## src/eip_pkg.sv

```systemverilog
`timescale 1ns / 1ps
`default_nettype none

package eip_pkg;

    localparam int unsigned ETH_HEADER_BYTES = 14;
    localparam int unsigned MIN_HDR_BYTES    = 20;

    localparam int unsigned OUT_DATA_W = 208;
    localparam int unsigned OUT_USER_W = 4;

    localparam logic [7:0] PROTO_ICMP = 8'd1;
    localparam logic [7:0] PROTO_TCP  = 8'd6;
    localparam logic [7:0] PROTO_UDP  = 8'd17;
    localparam logic [7:0] PROTO_ZERO = 8'd0;

    typedef enum logic [2:0] {
        L4_TCP     = 3'd0,
        L4_UDP     = 3'd1,
        L4_ICMP    = 3'd2,
        L4_ZERO    = 3'd3,
        L4_UNKNOWN = 3'd4
    } t_l4_kind;

endpackage

`default_nettype wire

```

## src/eth_ipv4_l4_header_parser_core.sv

```systemverilog
`timescale 1ns / 1ps
`default_nettype none

// Parses a captured Ethernet frame arriving one byte per transfer (tlast on the
// final byte) and emits one header summary transfer after the last byte. A byte
// is taken every cycle unless input stalls as described below; once accepted,
// the last byte is loaded into the input register, and from there into the
// result register through the offset-compare and capture logic, which presents
// the summary. Input keeps flowing while a summary waits, and stalls only
// while a last byte sits in the input register behind an untaken summary.
// IPv4 layout is applied whatever the ether type; fields never reached read 0.
module eth_ipv4_l4_header_parser_core
    import eip_pkg::*;
#(
    parameter int unsigned ETH_HDR_BYTES = ETH_HEADER_BYTES
)
(
    input  wire logic                  i_clk,
    input  wire logic                  i_rst_n,

    input  wire logic                  s_axis_tvalid,
    output      logic                  s_axis_tready,
    input  wire logic [7:0]            s_axis_tdata,   // data_byte
    input  wire logic                  s_axis_tlast,   // last_byte

    output      logic                  m_axis_tvalid,
    input  wire logic                  m_axis_tready,
    // frame_length, eth_type, src_addr, dst_addr, sport, dport,
    // seq_num, ack_num, pay_len
    output      logic [OUT_DATA_W-1:0] m_axis_tdata,
    // l4_kind, header_valid
    output      logic [OUT_USER_W-1:0] m_axis_tuser
);

    localparam logic [15:0] ETH_OFS = 16'(ETH_HDR_BYTES);
    localparam logic [5:0]  MIN_HB  = 6'(MIN_HDR_BYTES);

    // input register
    logic        r_in_valid;
    logic [7:0]  r_in_byte;
    logic        r_in_last;

    // frame state
    logic [15:0] r_byte_count, n_byte_count;
    logic [15:0] r_type_word,  n_type_word;
    logic [5:0]  r_ip_hdr,     n_ip_hdr;
    logic [15:0] r_ip_total,   n_ip_total;
    logic [7:0]  r_proto,      n_proto;
    logic [31:0] r_src_ip,     n_src_ip;
    logic [31:0] r_dst_ip,     n_dst_ip;
    logic [15:0] r_sport,      n_sport;
    logic [15:0] r_dport,      n_dport;
    logic [31:0] r_seq,        n_seq;
    logic [31:0] r_ack,        n_ack;
    logic [7:0]  r_l4_hdr,     n_l4_hdr;

    // result register
    logic                  r_out_valid;
    logic [OUT_DATA_W-1:0] r_out_data;
    logic [OUT_USER_W-1:0] r_out_user;

    logic        w_adv;
    logic        w_step;
    logic [15:0] w_k_ip;
    logic [15:0] w_l4_ofs;
    logic [15:0] w_k_l4;

    t_l4_kind    w_kind;
    logic [5:0]  w_tcp_bytes;
    logic [6:0]  w_hdrs;
    logic [15:0] w_sp, w_dp, w_plen;
    logic [31:0] w_sq, w_ak;
    logic        w_valid;

    assign w_adv         = !r_in_last || !r_out_valid || m_axis_tready;
    assign w_step        = r_in_valid && w_adv;
    assign s_axis_tready = !r_in_valid || w_adv;

    assign w_k_ip   = r_byte_count - ETH_OFS;
    assign w_l4_ofs = ETH_OFS + {10'd0, n_ip_hdr};
    assign w_k_l4   = r_byte_count - w_l4_ofs;

    always_comb begin
        n_byte_count = r_byte_count;
        n_type_word  = r_type_word;
        n_ip_hdr     = r_ip_hdr;
        n_ip_total   = r_ip_total;
        n_proto      = r_proto;
        n_src_ip     = r_src_ip;
        n_dst_ip     = r_dst_ip;
        n_sport      = r_sport;
        n_dport      = r_dport;
        n_seq        = r_seq;
        n_ack        = r_ack;
        n_l4_hdr     = r_l4_hdr;
        if (r_byte_count != 16'hFFFF) begin
            if (r_byte_count == 16'd12 || r_byte_count == 16'd13) begin
                n_type_word = {r_type_word[7:0], r_in_byte};
            end
            if (r_byte_count >= ETH_OFS) begin
                if (w_k_ip == 16'd0) begin
                    n_ip_hdr = {r_in_byte[3:0], 2'b00};
                end else if (w_k_ip == 16'd2 || w_k_ip == 16'd3) begin
                    n_ip_total = {r_ip_total[7:0], r_in_byte};
                end else if (w_k_ip == 16'd9) begin
                    n_proto = r_in_byte;
                end else if (w_k_ip >= 16'd12 && w_k_ip <= 16'd15) begin
                    n_src_ip = {r_src_ip[23:0], r_in_byte};
                end else if (w_k_ip >= 16'd16 && w_k_ip <= 16'd19) begin
                    n_dst_ip = {r_dst_ip[23:0], r_in_byte};
                end
            end
            if (r_byte_count >= w_l4_ofs) begin
                if (w_k_l4 <= 16'd1) begin
                    n_sport = {r_sport[7:0], r_in_byte};
                end else if (w_k_l4 <= 16'd3) begin
                    n_dport = {r_dport[7:0], r_in_byte};
                end else if (w_k_l4 <= 16'd7) begin
                    n_seq = {r_seq[23:0], r_in_byte};
                end else if (w_k_l4 <= 16'd11) begin
                    n_ack = {r_ack[23:0], r_in_byte};
                end else if (w_k_l4 == 16'd12) begin
                    n_l4_hdr = r_in_byte;
                end
            end
            n_byte_count = r_byte_count + 16'd1;
        end
    end

    assign w_tcp_bytes = {n_l4_hdr[7:4], 2'b00};
    assign w_hdrs      = {1'b0, n_ip_hdr} + {1'b0, w_tcp_bytes};

    always_comb begin
        case (n_proto)
            PROTO_TCP:  w_kind = L4_TCP;
            PROTO_UDP:  w_kind = L4_UDP;
            PROTO_ICMP: w_kind = L4_ICMP;
            PROTO_ZERO: w_kind = L4_ZERO;
            default:    w_kind = L4_UNKNOWN;
        endcase
    end

    always_comb begin
        w_sp    = '0;
        w_dp    = '0;
        w_sq    = '0;
        w_ak    = '0;
        w_plen  = '0;
        w_valid = (n_ip_hdr >= MIN_HB);
        case (w_kind)
            L4_TCP: begin
                w_sp = n_sport;
                w_dp = n_dport;
                w_sq = n_seq;
                w_ak = n_ack;
                if (w_tcp_bytes < MIN_HB) begin
                    w_valid = 1'b0;
                end
                if (n_ip_total >= {9'd0, w_hdrs}) begin
                    w_plen = n_ip_total - {9'd0, w_hdrs};
                end else begin
                    w_valid = 1'b0;
                end
            end
            L4_UDP: begin
                w_sp   = n_sport;
                w_dp   = n_dport;
                w_plen = n_seq[31:16];
            end
            default: begin
                w_plen = '0;
            end
        endcase
    end

    always_ff @(posedge i_clk) begin
        if (!i_rst_n) begin
            r_in_valid <= 1'b0;
        end else if (s_axis_tready) begin
            r_in_valid <= s_axis_tvalid;
        end
    end

    always_ff @(posedge i_clk) begin
        if (s_axis_tready) begin
            r_in_byte <= s_axis_tdata;
            r_in_last <= s_axis_tlast;
        end
    end

    always_ff @(posedge i_clk) begin
        if (!i_rst_n || (w_step && r_in_last)) begin
            r_byte_count <= '0;
            r_type_word  <= '0;
            r_ip_hdr     <= '0;
            r_ip_total   <= '0;
            r_proto      <= '0;
            r_src_ip     <= '0;
            r_dst_ip     <= '0;
            r_sport      <= '0;
            r_dport      <= '0;
            r_seq        <= '0;
            r_ack        <= '0;
            r_l4_hdr     <= '0;
        end else if (w_step) begin
            r_byte_count <= n_byte_count;
            r_type_word  <= n_type_word;
            r_ip_hdr     <= n_ip_hdr;
            r_ip_total   <= n_ip_total;
            r_proto      <= n_proto;
            r_src_ip     <= n_src_ip;
            r_dst_ip     <= n_dst_ip;
            r_sport      <= n_sport;
            r_dport      <= n_dport;
            r_seq        <= n_seq;
            r_ack        <= n_ack;
            r_l4_hdr     <= n_l4_hdr;
        end
    end

    always_ff @(posedge i_clk) begin
        if (!i_rst_n) begin
            r_out_valid <= 1'b0;
        end else if (w_step && r_in_last) begin
            r_out_valid <= 1'b1;
        end else if (m_axis_tready) begin
            r_out_valid <= 1'b0;
        end
    end

    always_ff @(posedge i_clk) begin
        if (w_step && r_in_last) begin
            r_out_data <= {w_plen, w_ak, w_sq, w_dp, w_sp,
                           n_dst_ip, n_src_ip, n_type_word, n_byte_count};
            r_out_user <= {w_valid, w_kind};
        end
    end

    assign m_axis_tvalid = r_out_valid;
    assign m_axis_tdata  = r_out_data;
    assign m_axis_tuser  = r_out_user;

endmodule

`default_nettype wire

```

## config.mk

```make
export PLATFORM = sky130hd
export DESIGN_NAME = eth_ipv4_l4_header_parser_core
export DESIGN_NICKNAME = d
export VERILOG_FILES = /design/src/eip_pkg.sv /design/src/eth_ipv4_l4_header_parser_core.sv
export SDC_FILE = /design/constraint.sdc
export NUM_CORES = 1
export LEC_CHECK = 0
export ABC_AREA = 1
export BUFFER_PORTS_ARGS = -buffer_cell sky130_fd_sc_hd__buf_4
export CAP_MARGIN = 30
export CORE_AREA = 2 2 135 269
export DETAILED_ROUTE_END_ITERATION = 10
export DIE_AREA = 0 0 137 271
export PLACE_DENSITY = 0.8
export SYNTH_ARGS = -nofsm -noshare
export SYNTH_HDL_FRONTEND = slang
export SYNTH_SLANG_ARGS = --single-unit
```

## constraint.sdc

```tcl
create_clock -name i_clk -period 7.7 [get_ports i_clk]
set_input_delay 0 -clock i_clk [delete_from_list [all_inputs] [get_ports i_clk]]
set_output_delay 0 -clock i_clk [all_outputs]
set_load 0.01 [all_outputs]
```

Word-level counts from Yosys, hierarchy flattened
Cells that the tools add are included.
- bits in registers: 453
- output and inout bits: 214
- logic and storage cells: 136
- eq/ne operators: 11
- reduce and logical (&&, ||, !) cells: 20
- magnitude comparators: 13
- mux-type cells: 61
- bitwise logic cells: 4
- add/subtract/negate cells: 6
- operator list (cell ; count):
    $mux W32 ; 24
    $mux W16 ; 15
    $mux W8 ; 12
    $eq A16 B4 Y1 const B ; 4
    $eq A16 B2 Y1 const B ; 2
    $ge A16 B4 Y1 const B ; 2
    $ge A16 B7 Y1 ; 2
    $le A16 B4 Y1 const B ; 2
    $pmux W16 S2 ; 1
    $sub A16 B7 Y16 ; 2
    $mux W6 ; 3
    $add A16 B1 Y16 const B ; 1
    $ge A16 B5 Y1 const B ; 1
    $le A16 B1 Y1 const B ; 1
    $le A16 B2 Y1 const B ; 1
    $le A16 B3 Y1 const B ; 1
    $le A16 B5 Y1 const B ; 1
    $logic_not A16 Y1 ; 1
    $ne A16 B16 Y1 const B ; 1
    $sub A16 B4 Y16 const B ; 1
    $pmux W3 S4 ; 1
    $eq A8 B1 Y1 const B ; 1
    $eq A8 B3 Y1 const B ; 1
    $eq A8 B5 Y1 const B ; 1
    other kinds (15) ; 33

Depth between registers and ports, before layout
Gate-level depths: netlist of the first run.
- depth in word-level cells: 19
- mapped depth: 50
- depth with buffers taken out: 49

Worst setup path before layout of the first run
Ideal clock, no wire load.
- path type: reg2reg
- from: register r_byte_count[1]
- to: register r_out_data[193], in the netlist m_axis_tdata[193], data pin
- slack: 1.158 ns
- library setup time: 0.252 ns
- clock period less this slack: 6.542 ns
- data required time: 7.448 ns
- stages on the path, launching flop included: 43
- buffers on the path: 2
- arrival: 6.290 ns
- path through: dfxtp_1 ha_1 nand2_1 nand2_1 nor2_1 nand2_1 nand2_1 nand2_1 nor2_1 nand3_1 clkbuf_1 o21ai_0 ha_1 nand2_1 nand2_1 xor2_1 ha_1 a21oi_1 [7 not listed] inv_1 ha_1 inv_1 fa_1 ha_1 a21oi_1 inv_1 a31oi_1 o21ai_0 nand2_1 nand4_1 inv_1 nand2_1 nor2_1 nor2_4 buf_4 nand2_1 nand2_1
- longest elaborated chain between the ends: 19
- RTL lines (element ; line ; RTL):
    start: declaration ; eth_ipv4_l4_header_parser_core.sv:44 ; logic [15:0] r_byte_count, n_byte_count;
    start signal: assignment ; eth_ipv4_l4_header_parser_core.sv:206 ; r_byte_count <= n_byte_count;
    branches (longest 14 deep; another with $sub A16 B4 Y16) ; n/a ;
    $mux W8 (*) ; eth_ipv4_l4_header_parser_core.sv:96 ; if (r_byte_count != 16'hFFFF) begin
    net n_l4_hdr[4] ; eth_ipv4_l4_header_parser_core.sv:55 ; logic [7:0] r_l4_hdr, n_l4_hdr;
    $add A6 B6 Y7 (*) ; eth_ipv4_l4_header_parser_core.sv:131 ; assign w_hdrs = {1'b0, n_ip_hdr} + {1'b0, w_tcp_bytes};
    $ge A16 B7 Y1 (*) ; eth_ipv4_l4_header_parser_core.sv:159 ; if (n_ip_total >= {9'd0, w_hdrs}) begin
    $mux W16 (*) ; eth_ipv4_l4_header_parser_core.sv:159 ;
    $pmux W16 S2 (*) ; eth_ipv4_l4_header_parser_core.sv:150 ; case (w_kind)
    net w_plen[1] ; eth_ipv4_l4_header_parser_core.sv:71 ; logic [15:0] w_sp, w_dp, w_plen;
    end signal: assignment ; eth_ipv4_l4_header_parser_core.sv:233 ; r_out_data <= {w_plen, w_ak, w_sq, w_dp, w_sp,
    end: declaration ; eth_ipv4_l4_header_parser_core.sv:59 ; logic [OUT_DATA_W-1:0] r_out_data;
Mark *: on every way through the listed nets, which the timed path passes.
A chain may end at the register's enable or synchronous reset.

Worst setup path in the final report of the first run
- from: register r_byte_count[3]
- to: register r_out_data[197], in the netlist m_axis_tdata[197], data pin
- longest elaborated chain between the ends: 19
- RTL lines (element ; line):
    branches (longest 14 deep; another with $sub A16 B4 Y16) ; n/a
    $mux W8 (*) ; eth_ipv4_l4_header_parser_core.sv:96
    net n_l4_hdr[4] ; eth_ipv4_l4_header_parser_core.sv:55
    $add A6 B6 Y7 (*) ; eth_ipv4_l4_header_parser_core.sv:131
    $sub A16 B7 Y16 / $ge A16 B7 Y1 (equally long branches) ; eth_ipv4_l4_header_parser_core.sv:160, eth_ipv4_l4_header_parser_core.sv:159
    $mux W16 (*) ; eth_ipv4_l4_header_parser_core.sv:159
    $pmux W16 S2 (*) ; eth_ipv4_l4_header_parser_core.sv:150
    net w_plen[5] ; eth_ipv4_l4_header_parser_core.sv:71
Marks and branches as above.

==> results of run 1 <==
## repair_timing
action	in CTS	in global routing
hold buffers	13	0
hold endpoints to repair	11	0
setup endpoints to repair	0	17
gates resized for setup	0	15
## flip-flops by register name, summed over array words and instances (netlist names)
| signal | cells |
|---|---|
| r_ip_total | 16 |
| r_sport | 16 |
| r_ip_hdr | 6 |
| r_in_byte | 8 |
| m_axis_tdata | 208 |
| r_ack | 32 |
| r_byte_count | 16 |
| r_type_word | 16 |
| r_in_valid | 1 |
| m_axis_tvalid | 1 |
| r_dst_ip | 32 |
| r_dport | 16 |
| r_in_last | 1 |
| r_l4_hdr | 4 |
| m_axis_tuser | 4 |
| r_seq | 32 |
| r_src_ip | 32 |
| r_proto | 8 |
## cell families after synthesis
logic type                 Yosys count
adders and majority gates           28
muxes                               32
DFF                                449
AOI/OAI and AO/OA                  616
buffers and inverters              565
and+or+nand+nor                    724
xor gates and xnor gates            23
## placed cells by master (no fill, tap or decap), types with 6 or more instances in the layout
master,netlist,layout
sky130_fd_sc_hd__o21ai_1,17,17
sky130_fd_sc_hd__nor3_1,15,15
sky130_fd_sc_hd__dlygate4sd3_1,0,13
sky130_fd_sc_hd__nand2_1,382,377
sky130_fd_sc_hd__inv_1,429,427
sky130_fd_sc_hd__nand4_1,19,19
sky130_fd_sc_hd__ha_1,25,24
sky130_fd_sc_hd__nand3_1,57,54
sky130_fd_sc_hd__mux2i_1,32,32
sky130_fd_sc_hd__o21a_1,17,17
sky130_fd_sc_hd__xor2_1,17,17
sky130_fd_sc_hd__or2_0,8,8
sky130_fd_sc_hd__nor2_1,205,199
sky130_fd_sc_hd__nand2_2,4,7
sky130_fd_sc_hd__edfxtp_1,221,221
sky130_fd_sc_hd__clkbuf_1,92,8
sky130_fd_sc_hd__nor2_2,6,11
sky130_fd_sc_hd__a21oi_1,231,231
sky130_fd_sc_hd__dfxtp_1,228,227
sky130_fd_sc_hd__bufinv_16,0,6
sky130_fd_sc_hd__or2_2,8,8
sky130_fd_sc_hd__o21ai_2,5,6
sky130_fd_sc_hd__o21ai_0,305,304
sky130_fd_sc_hd__nor2_4,6,7
sky130_fd_sc_hd__inv_2,11,11
sky130_fd_sc_hd__buf_4,4,256
sky130_fd_sc_hd__o211ai_1,21,21
sky130_fd_sc_hd__clkbuf_16,0,41
sky130_fd_sc_hd__clkinv_2,0,9
sky130_fd_sc_hd__a211oi_1,9,9
sky130_fd_sc_hd__xnor2_1,6,6
## power groups by stage
stage / registers, mW / logic (mW) / clock network (mW)
2_1_floorplan: 2.73 / 0.385 / 0
3_3_place_gp: 2.73 / 0.578 / 0
3_5_place_dp: 2.73 / 0.596 / 0
4_1_cts: 2.68 / 0.606 / 2.17
5_1_grt: 2.69 / 0.689 / 2.25
6_report: 2.68 / 0.620 / 2.15
## routing by layer
| layer | share of wire, % | global-route usage (%) |
|---|---|---|
| met1 | 34 | 31.7 |
| met2 | 53 | 56.5 |
| met3 | 5.0 | 4.87 |
| met4 | 8.5 | 22.2 |
| met5 | 0.022 | 0 |
## how the worst max path moves through the flow
| stage | end | cells past startpoint | from |
|---|---|---|---|
| floorplan | m_axis_tdata[193] | 42 | r_byte_count[1] |
| global placement | m_axis_tdata[206] | 43 | r_byte_count[1] |
| detailed placement | m_axis_tdata[199] | 43 | r_byte_count[1] |
| CTS | m_axis_tdata[197] | 43 | r_byte_count[1] |
| global route | m_axis_tdata[198] | 39 | r_byte_count[3] |
| finish | m_axis_tdata[197] | 40 | r_byte_count[3] |
## metrics by stage
step                total power [mW]  area [um^2]
global route                    5.63        24200
detailed placement              3.33        22600
finish                          5.45        24200
floorplan                       3.12        20600
global placement                3.30        22600
CTS                             5.46        24200
## worst reg2reg max path: cells and delay by family, from the launching register on
kind | cells | cell delay, ns
AND/OR/NAND/NOR | 24 | 3.05
adder cells (fa/ha/maj) | 4 | 1.36
AO/OA/AOI/OAI | 4 | 0.74
buffers and inverters | 6 | 0.56
flip-flops | 1 | 0.55
XOR/XNOR | 2 | 0.48
## layout make-up
type / instances / area, um^2 / share of cell area, %
clock inverters: 19 / 275 / 1.14
flip-flops and latches: 449 / 11200 / 46.3
well taps: 445 / 557 / 2.30
diodes: 1 / 2.50 / 0.0103
multi-input cells: 1423 / 7270 / 30.0
inverters: 440 / 1660 / 6.87
repair buffers: 274 / 2130 / 8.78
clock buffers: 54 / 1120 / 4.64
==> reports/summary.md, run 1 <==
Run status
• completed — status

Timing
• 7.01 ns — post-layout min period
• 0 — number of endpoints failing setup at the final stage
• 1.05 ns — Tightest Pin Transition
• 0.691 ns — final setup margin
• 0 ns — setup tns final
• 0.143 GHz — top achievable clock speed
• false — setup repair after global routing missed its margin
• 0.0170 ns — final setup skew
• 91.0% — Final period util
• 0.123 ns — Min Hold Slack
• 0 — Max Transition Viols Final
• 0 — number of hold-slack violations in the final timing report
• 30.2% — headroom to the max-slew limit

Yosys
• 0 — yosys warns
• 429 x sky130_fd_sc_hd__inv_1, 382 x sky130_fd_sc_hd__nand2_1, 305 x sky130_fd_sc_hd__o21ai_0 — Post-synth top cells
• 46 — Cell variety after synth
• 54.5% — sequential cell area fraction in the yosys report
• 449 — flop and latch count out of synthesis
• 8.44 um^2 — Avg Inst Size Synth
• 2437 — Synth Instances
• 32.3% — area share of the largest cell type after synthesis
• 2478 — Post-Synthesis Net Count
• 1.56% — multiplexer share of the synthesized area
• 0.0206 mm^2 — combined area of all synthesized cells
• 15.8% — share of the synthesized area in compound gates (AO/OA/AOI/OAI)
• sky130_fd_sc_hd__inv_1 — most frequently used cell type in the post-synthesis netlist
• sky130_fd_sc_hd__edfxtp_1 32%, sky130_fd_sc_hd__dfxtp_1 22%, sky130_fd_sc_hd__inv_1 7.8% — most area-consuming cells after synthesis
• 0.980% — xor/xnor share of the synthesized area
• 0% — proportion of register bits with asynchronous set or reset after synthesis
• sky130_fd_sc_hd__dfxtp_1 — leading register cell type out of synthesis
• 221 — number of synthesized flops with an enable pin
• sky130_fd_sc_hd__edfxtp_1 — cell type with the highest aggregate area in the netlist
• 1.81% — post-synthesis adder-cell area fraction
• compound AO/OA/AOI/OAI gates — largest family of logic cells by synthesized area
• 14.8% — Post-Synth Simple-Gate Area

Clock network
• 2 — number of levels the H-tree was split into
• 0.07 ns — Clock transition at path regs
• 0.56 ns — clock latency on the worst-skew pair
• 0 — post-CTS setup buffer count
• 449 — total number of clock tree sinks
• done — CTS tree
• sky130_fd_sc_hd__clkbuf_16 — root buffer cell
• 40 — Inserted Clock Buffers
• 3 — number of buffers on the longest clock path

Place
• 226 — Port Buffer Count
• 0.268 ns — post-place setup slack
• 3017 — placed instance count
• 40.8 mm — detailed placer's ending HPWL
• 0.983 — routability congestion estimate

Power
• 225 mW/mm^2 — pwr/cell area
• 39.4% — share of total power in the clock network
• 11.4% — combinational cell fraction of total power
• 49.2% — share of total power in sequential cells
• 25.6% — sw frac
• 11.4 nW — leakage power summed over all cells
• 4.05 mW — internal power consumption
• 1.39 mW — switching power of the nets
• 0.000259 V — highest ir drop seen on vdd

Worst setup path
• 8.01 ns — endpoint required time on the critical path
• flip-flop to flip-flop — crit path kind
• simple AND/OR/NAND/NOR gates — category of cells accounting for the largest share of critical-path delay
• 40 — reg2reg path depth
• flip-flop — critical path capture point type
• 0.55 ns — max incr delay on CP
• 0.69 ns — Register-to-Register Setup Slack
• 6 — Worst Path Buf+Inv
• m_axis_tdata[197] — worst r2r dst
• 16 — top fanout value on the critical path
• sky130_fd_sc_hd__dfxtp_1 — critical path's slowest cell
• 7.32 ns — data arrival time of the critical path
• sky130_fd_sc_hd__nand2_1 — cell repeated most along the worst path
• flip-flop — Critical Path Start Type
• r_byte_count[3] — reg2reg start

Route
• 7 — total iterations of the first detailed-routing run
• 58.2 mm — overall routed net length
• 0 — Detail Route Antenna Nets
• 5.55 — average via count per standard cell
• 17200 — vias after detailed routing
• 0 — DRC errors left
• 18.7 um — average wire per standard cell
• 1084 — Initial DRC Count

Cells and area
• 69.3% — final core area utilization
• 14.8% — share of cells above drive strength 1
• 17.8% — Area Overhead vs Synth
• 2760 — final-layout fill cell count
• 2669 — NumNets Final
• 3105 — Cell Count, Final, Fillers Out

GRT
• 130 — largest net degree at the start of global routing
• 16700 — number of global-route vias before repair
• 1 — number of antenna violations at the first check in global routing
• 31.2% — GRT Overall Usage
• 0 — Overflow after GRT
• 89.1 mm — wire length of the first global-routing pass

Worst hold path
• r_dport[10] — terminating pin of the worst hold path
• 6 — cell depth of the worst hold path
• input port to flip-flop — classification of the worst-slack hold path
• m_axis_tready — launch point of the worst hold path

Floorplanning
• 0.0371 mm^2 — die footprint
• 271 um — floorplan die height
• 58.8% — Starting Density
• 137 um — width of the die
• 0.0350 mm^2 — Core Region
• 227 — Top-Level Pins
• 97 — row count

Run
• 0 — max-cap violation count

No activity file was read; power rests on OpenSTA's default activity.
==> run 2, diff against run 1 <==
--- a/config.mk
+++ b/config.mk
@@ -8,10 +8,9 @@
 export ABC_AREA = 1
 export BUFFER_PORTS_ARGS = -buffer_cell sky130_fd_sc_hd__buf_4
 export CAP_MARGIN = 30
-export CORE_AREA = 2 2 135 269
+export CORE_AREA = 2 2 175 348
 export DETAILED_ROUTE_END_ITERATION = 10
-export DIE_AREA = 0 0 137 271
-export PLACE_DENSITY = 0.8
+export DIE_AREA = 0 0 177 350
 export SYNTH_ARGS = -nofsm -noshare
 export SYNTH_HDL_FRONTEND = slang
 export SYNTH_SLANG_ARGS = --single-unit
==> run 2 against run 1 <==
Register-to-register slack worse by 0.07 ns. Critical endpoint is now m_axis_tdata[207]. Critical path type unchanged. Critical path depth up 4. Worst hold slack got worse by 0.014 ns. Core utilization shrank 28 points. Highest routed layer is now met4. Die area rose by 67%. Sequential cell count stayed put. Global-route usage down 12 points. Setup slack got worse by 0.065 ns. Clock power decreased by 2%. Cell area increased by 1.6%. Combinational power shrank 1%.
==> reports/summary.md, run 2 (synthesized netlist as in run 1, its figures left out) <==
Power
• 11.4% — combinational cell fraction of total power, about the same
• 26.7% — sw frac, +1.1 points
• 219 mW/mm^2 — pwr/cell area, -2.5%
• 49.7% — share of total power in sequential cells, +0.5 points
• 38.9% — share of total power in the clock network, -0.5 points
• 1.44 mW — switching power of the nets, +3.4%
• 3.96 mW — internal power consumption, -2.4%
• 0.000202 V — highest ir drop seen on vdd, -22%
• 5.40 mW — Final Power, -0.95%
• 11.4 nW — leakage power summed over all cells, about the same

Worst hold path
• m_axis_tready — launch point of the worst hold path
• input port to flip-flop — classification of the worst-slack hold path

Worst setup path
• 8.02 ns — endpoint required time on the critical path, about the same
• r_byte_count[2] — worst setup path startpoint
• 7.40 ns — data arrival time of the critical path, +0.08 ns
• sky130_fd_sc_hd__nand2_1 — cell repeated most along the worst path
• flip-flop to flip-flop — crit path kind
• 0.43 ns — max incr delay on CP, -0.12 ns
• 16 — top fanout value on the critical path, unchanged
• r_byte_count[2] — reg2reg start
• flip-flop — critical path capture point type
• sky130_fd_sc_hd__fa_1 — critical path's slowest cell
• flip-flop — Critical Path Start Type

Timing
• 0 ns — setup tns final, unchanged
• 7.07 ns — post-layout min period, +0.0655 ns
• 0.0167 ns — final setup skew, -0.000287 ns
• 34.1% — headroom to the max-slew limit, +3.9 points
• 0.109 ns — Min Hold Slack, -0.0142 ns
• 0 — number of endpoints failing setup at the final stage, unchanged
• 91.9% — Final period util, +0.85 points
• false — setup repair after global routing missed its margin
• 0.626 ns — final setup margin, -0.0655 ns
• 0.141 GHz — top achievable clock speed, -0.93%
• 0 — Max Transition Viols Final, unchanged
• 0 — number of hold-slack violations in the final timing report, unchanged
• 0.987 ns — Tightest Pin Transition, -0.0581 ns

Place
• 3348 — placed instance count, +11%
• 226 — Port Buffer Count, unchanged
• 0.883 — routability congestion estimate, -10%
• 43.4 mm — detailed placer's ending HPWL, +6.3%
• 0.545 ns — post-place setup slack, +0.277 ns
• 0.0231 mm^2 — Cell Area, Placed, +2.0%

Floorplanning
• 0.0620 mm^2 — die footprint, +67%
• 177 um — width of the die, +29%
• 0.0591 mm^2 — Core Region, +69%
• 350 um — floorplan die height, +29%
• 126 — row count, +30%
• 34.8% — Starting Density, -24 points
• 227 — Top-Level Pins, unchanged

Cells and area
• 14.7% — share of cells above drive strength 1, -0.078 points
• 19.7% — Area Overhead vs Synth
• 0.00723 mm^2 — area taken by multi-input logic gates, -0.57%
• sky130_fd_sc_hd__inv_1 — commonest non-fill, non-tap cell in the layout
• 208 — flip-flop count of the largest register after layout, unchanged
• 2679 — NumNets Final, +0.37%
• 5813 — final-layout fill cell count, +110%
• 0 — # diodes, -1
• 41.6% — final core area utilization, -28 points
• 427 x sky130_fd_sc_hd__inv_1, 379 x sky130_fd_sc_hd__nand2_1, 304 x sky130_fd_sc_hd__o21ai_0, 265 x sky130_fd_sc_hd__buf_4, 231 x sky130_fd_sc_hd__a21oi_1 — commonest cells after routing, fill and taps aside
• 0.0112 mm^2 — total area of sequential cells, about the same
• 3441 — Cell Count, Final, Fillers Out, +11%
• 0.0246 mm^2 — final design area excluding fillers, +1.6%

GRT
• 16100 — number of global-route vias before repair, -3.6%
• 0 — Overflow after GRT, unchanged
• 112 — largest net degree at the start of global routing, -14%
• 0 — number of antenna violations at the first check in global routing, -1
• 91.5 mm — wire length of the first global-routing pass, +2.6%
• 19.3% — GRT Overall Usage, -12 points

Clock network
• sky130_fd_sc_hd__clkbuf_16 — root buffer cell
• 3 — number of buffers on the longest clock path, unchanged
• 449 — total number of clock tree sinks, unchanged
• 43 — Inserted Clock Buffers, +7.5%
• 2 — number of levels the H-tree was split into, unchanged
• 0.58 ns — clock latency on the worst-skew pair, +0.02 ns
• 0.07 ns — Clock transition at path regs, about the same
• done — CTS tree

Route
• 5 — total iterations of the first detailed-routing run, -2
• 61.2 mm — overall routed net length, +5.2%
• 0 — DRC errors left, unchanged
• 0 — Detail Route Antenna Nets, unchanged
• 1000 — Initial DRC Count, -7.7%
• 4.85 — average via count per standard cell, -13%
• 17.8 um — average wire per standard cell, -5.1%
• 16700 — vias after detailed routing, -3.1%

Run status
• completed — status

Run
• 0 — max-cap violation count, unchanged

[run 2: critical path, delay by kind of cell, from the launching register on]
| kind | cells | cell delay [ns] |
|---|---|---|
| and+or+nand+nor | 27 | 3.28 |
| adders and majority gates | 6 | 1.68 |
| buffers and inverters | 7 | 0.74 |
| AOI/OAI and AO/OA | 3 | 0.54 |
| DFF | 1 | 0.37 |
| xor gates and xnor gates | 1 | 0.18 |
[run 2: per-layer routing]
metal / routed length, um / share of wire (%) / vias up / GRT usage, %
li1: - / - / 8309 / -
met1: 22600 / 37 / 7873 / 20.4
met2: 32900 / 54 / 390 / 36.7
met3: 2530 / 4.1 / 130 / 2.55
met4: 3220 / 5.3 / 0 / 10.0
met5: 0 / 0 / - / 0
[run 2: power by group through the flow]
stage	registers [mW]	clock network [mW]	logic (mW)
2_1_floorplan	2.73	0	0.385
3_3_place_gp	2.73	0	0.603
3_5_place_dp	2.73	0	0.611
4_1_cts	2.68	2.16	0.618
5_1_grt	2.69	2.24	0.692
6_report	2.68	2.10	0.614
[run 2: path summary, 6_finish.rpt]
check                           end  slack [ns]  depth (start not counted)
hold / removal           r_in_valid        0.11                          4
setup / recovery  m_axis_tdata[207]        0.63                         44
hold reg to reg         r_ip_hdr[3]        0.47                          2
setup reg to reg  m_axis_tdata[207]        0.63                         44
[run 2: final cells by class]
cell class,instances,area share [%]
multi-input cells,1423,29.4
flip-flops and latches,449,45.5
clock buffers,62,4.87
repair buffers,281,8.89
clock inverters,18,0.696
inverters,440,6.76
well taps,768,3.90
[run 2: repair_timing]
item                       4_1_cts  5_1_grt
gates resized for setup          0        7
setup buffers                    0        0
hold buffers                    12        0
setup endpoints to repair        0       17
hold endpoints to repair        11        0
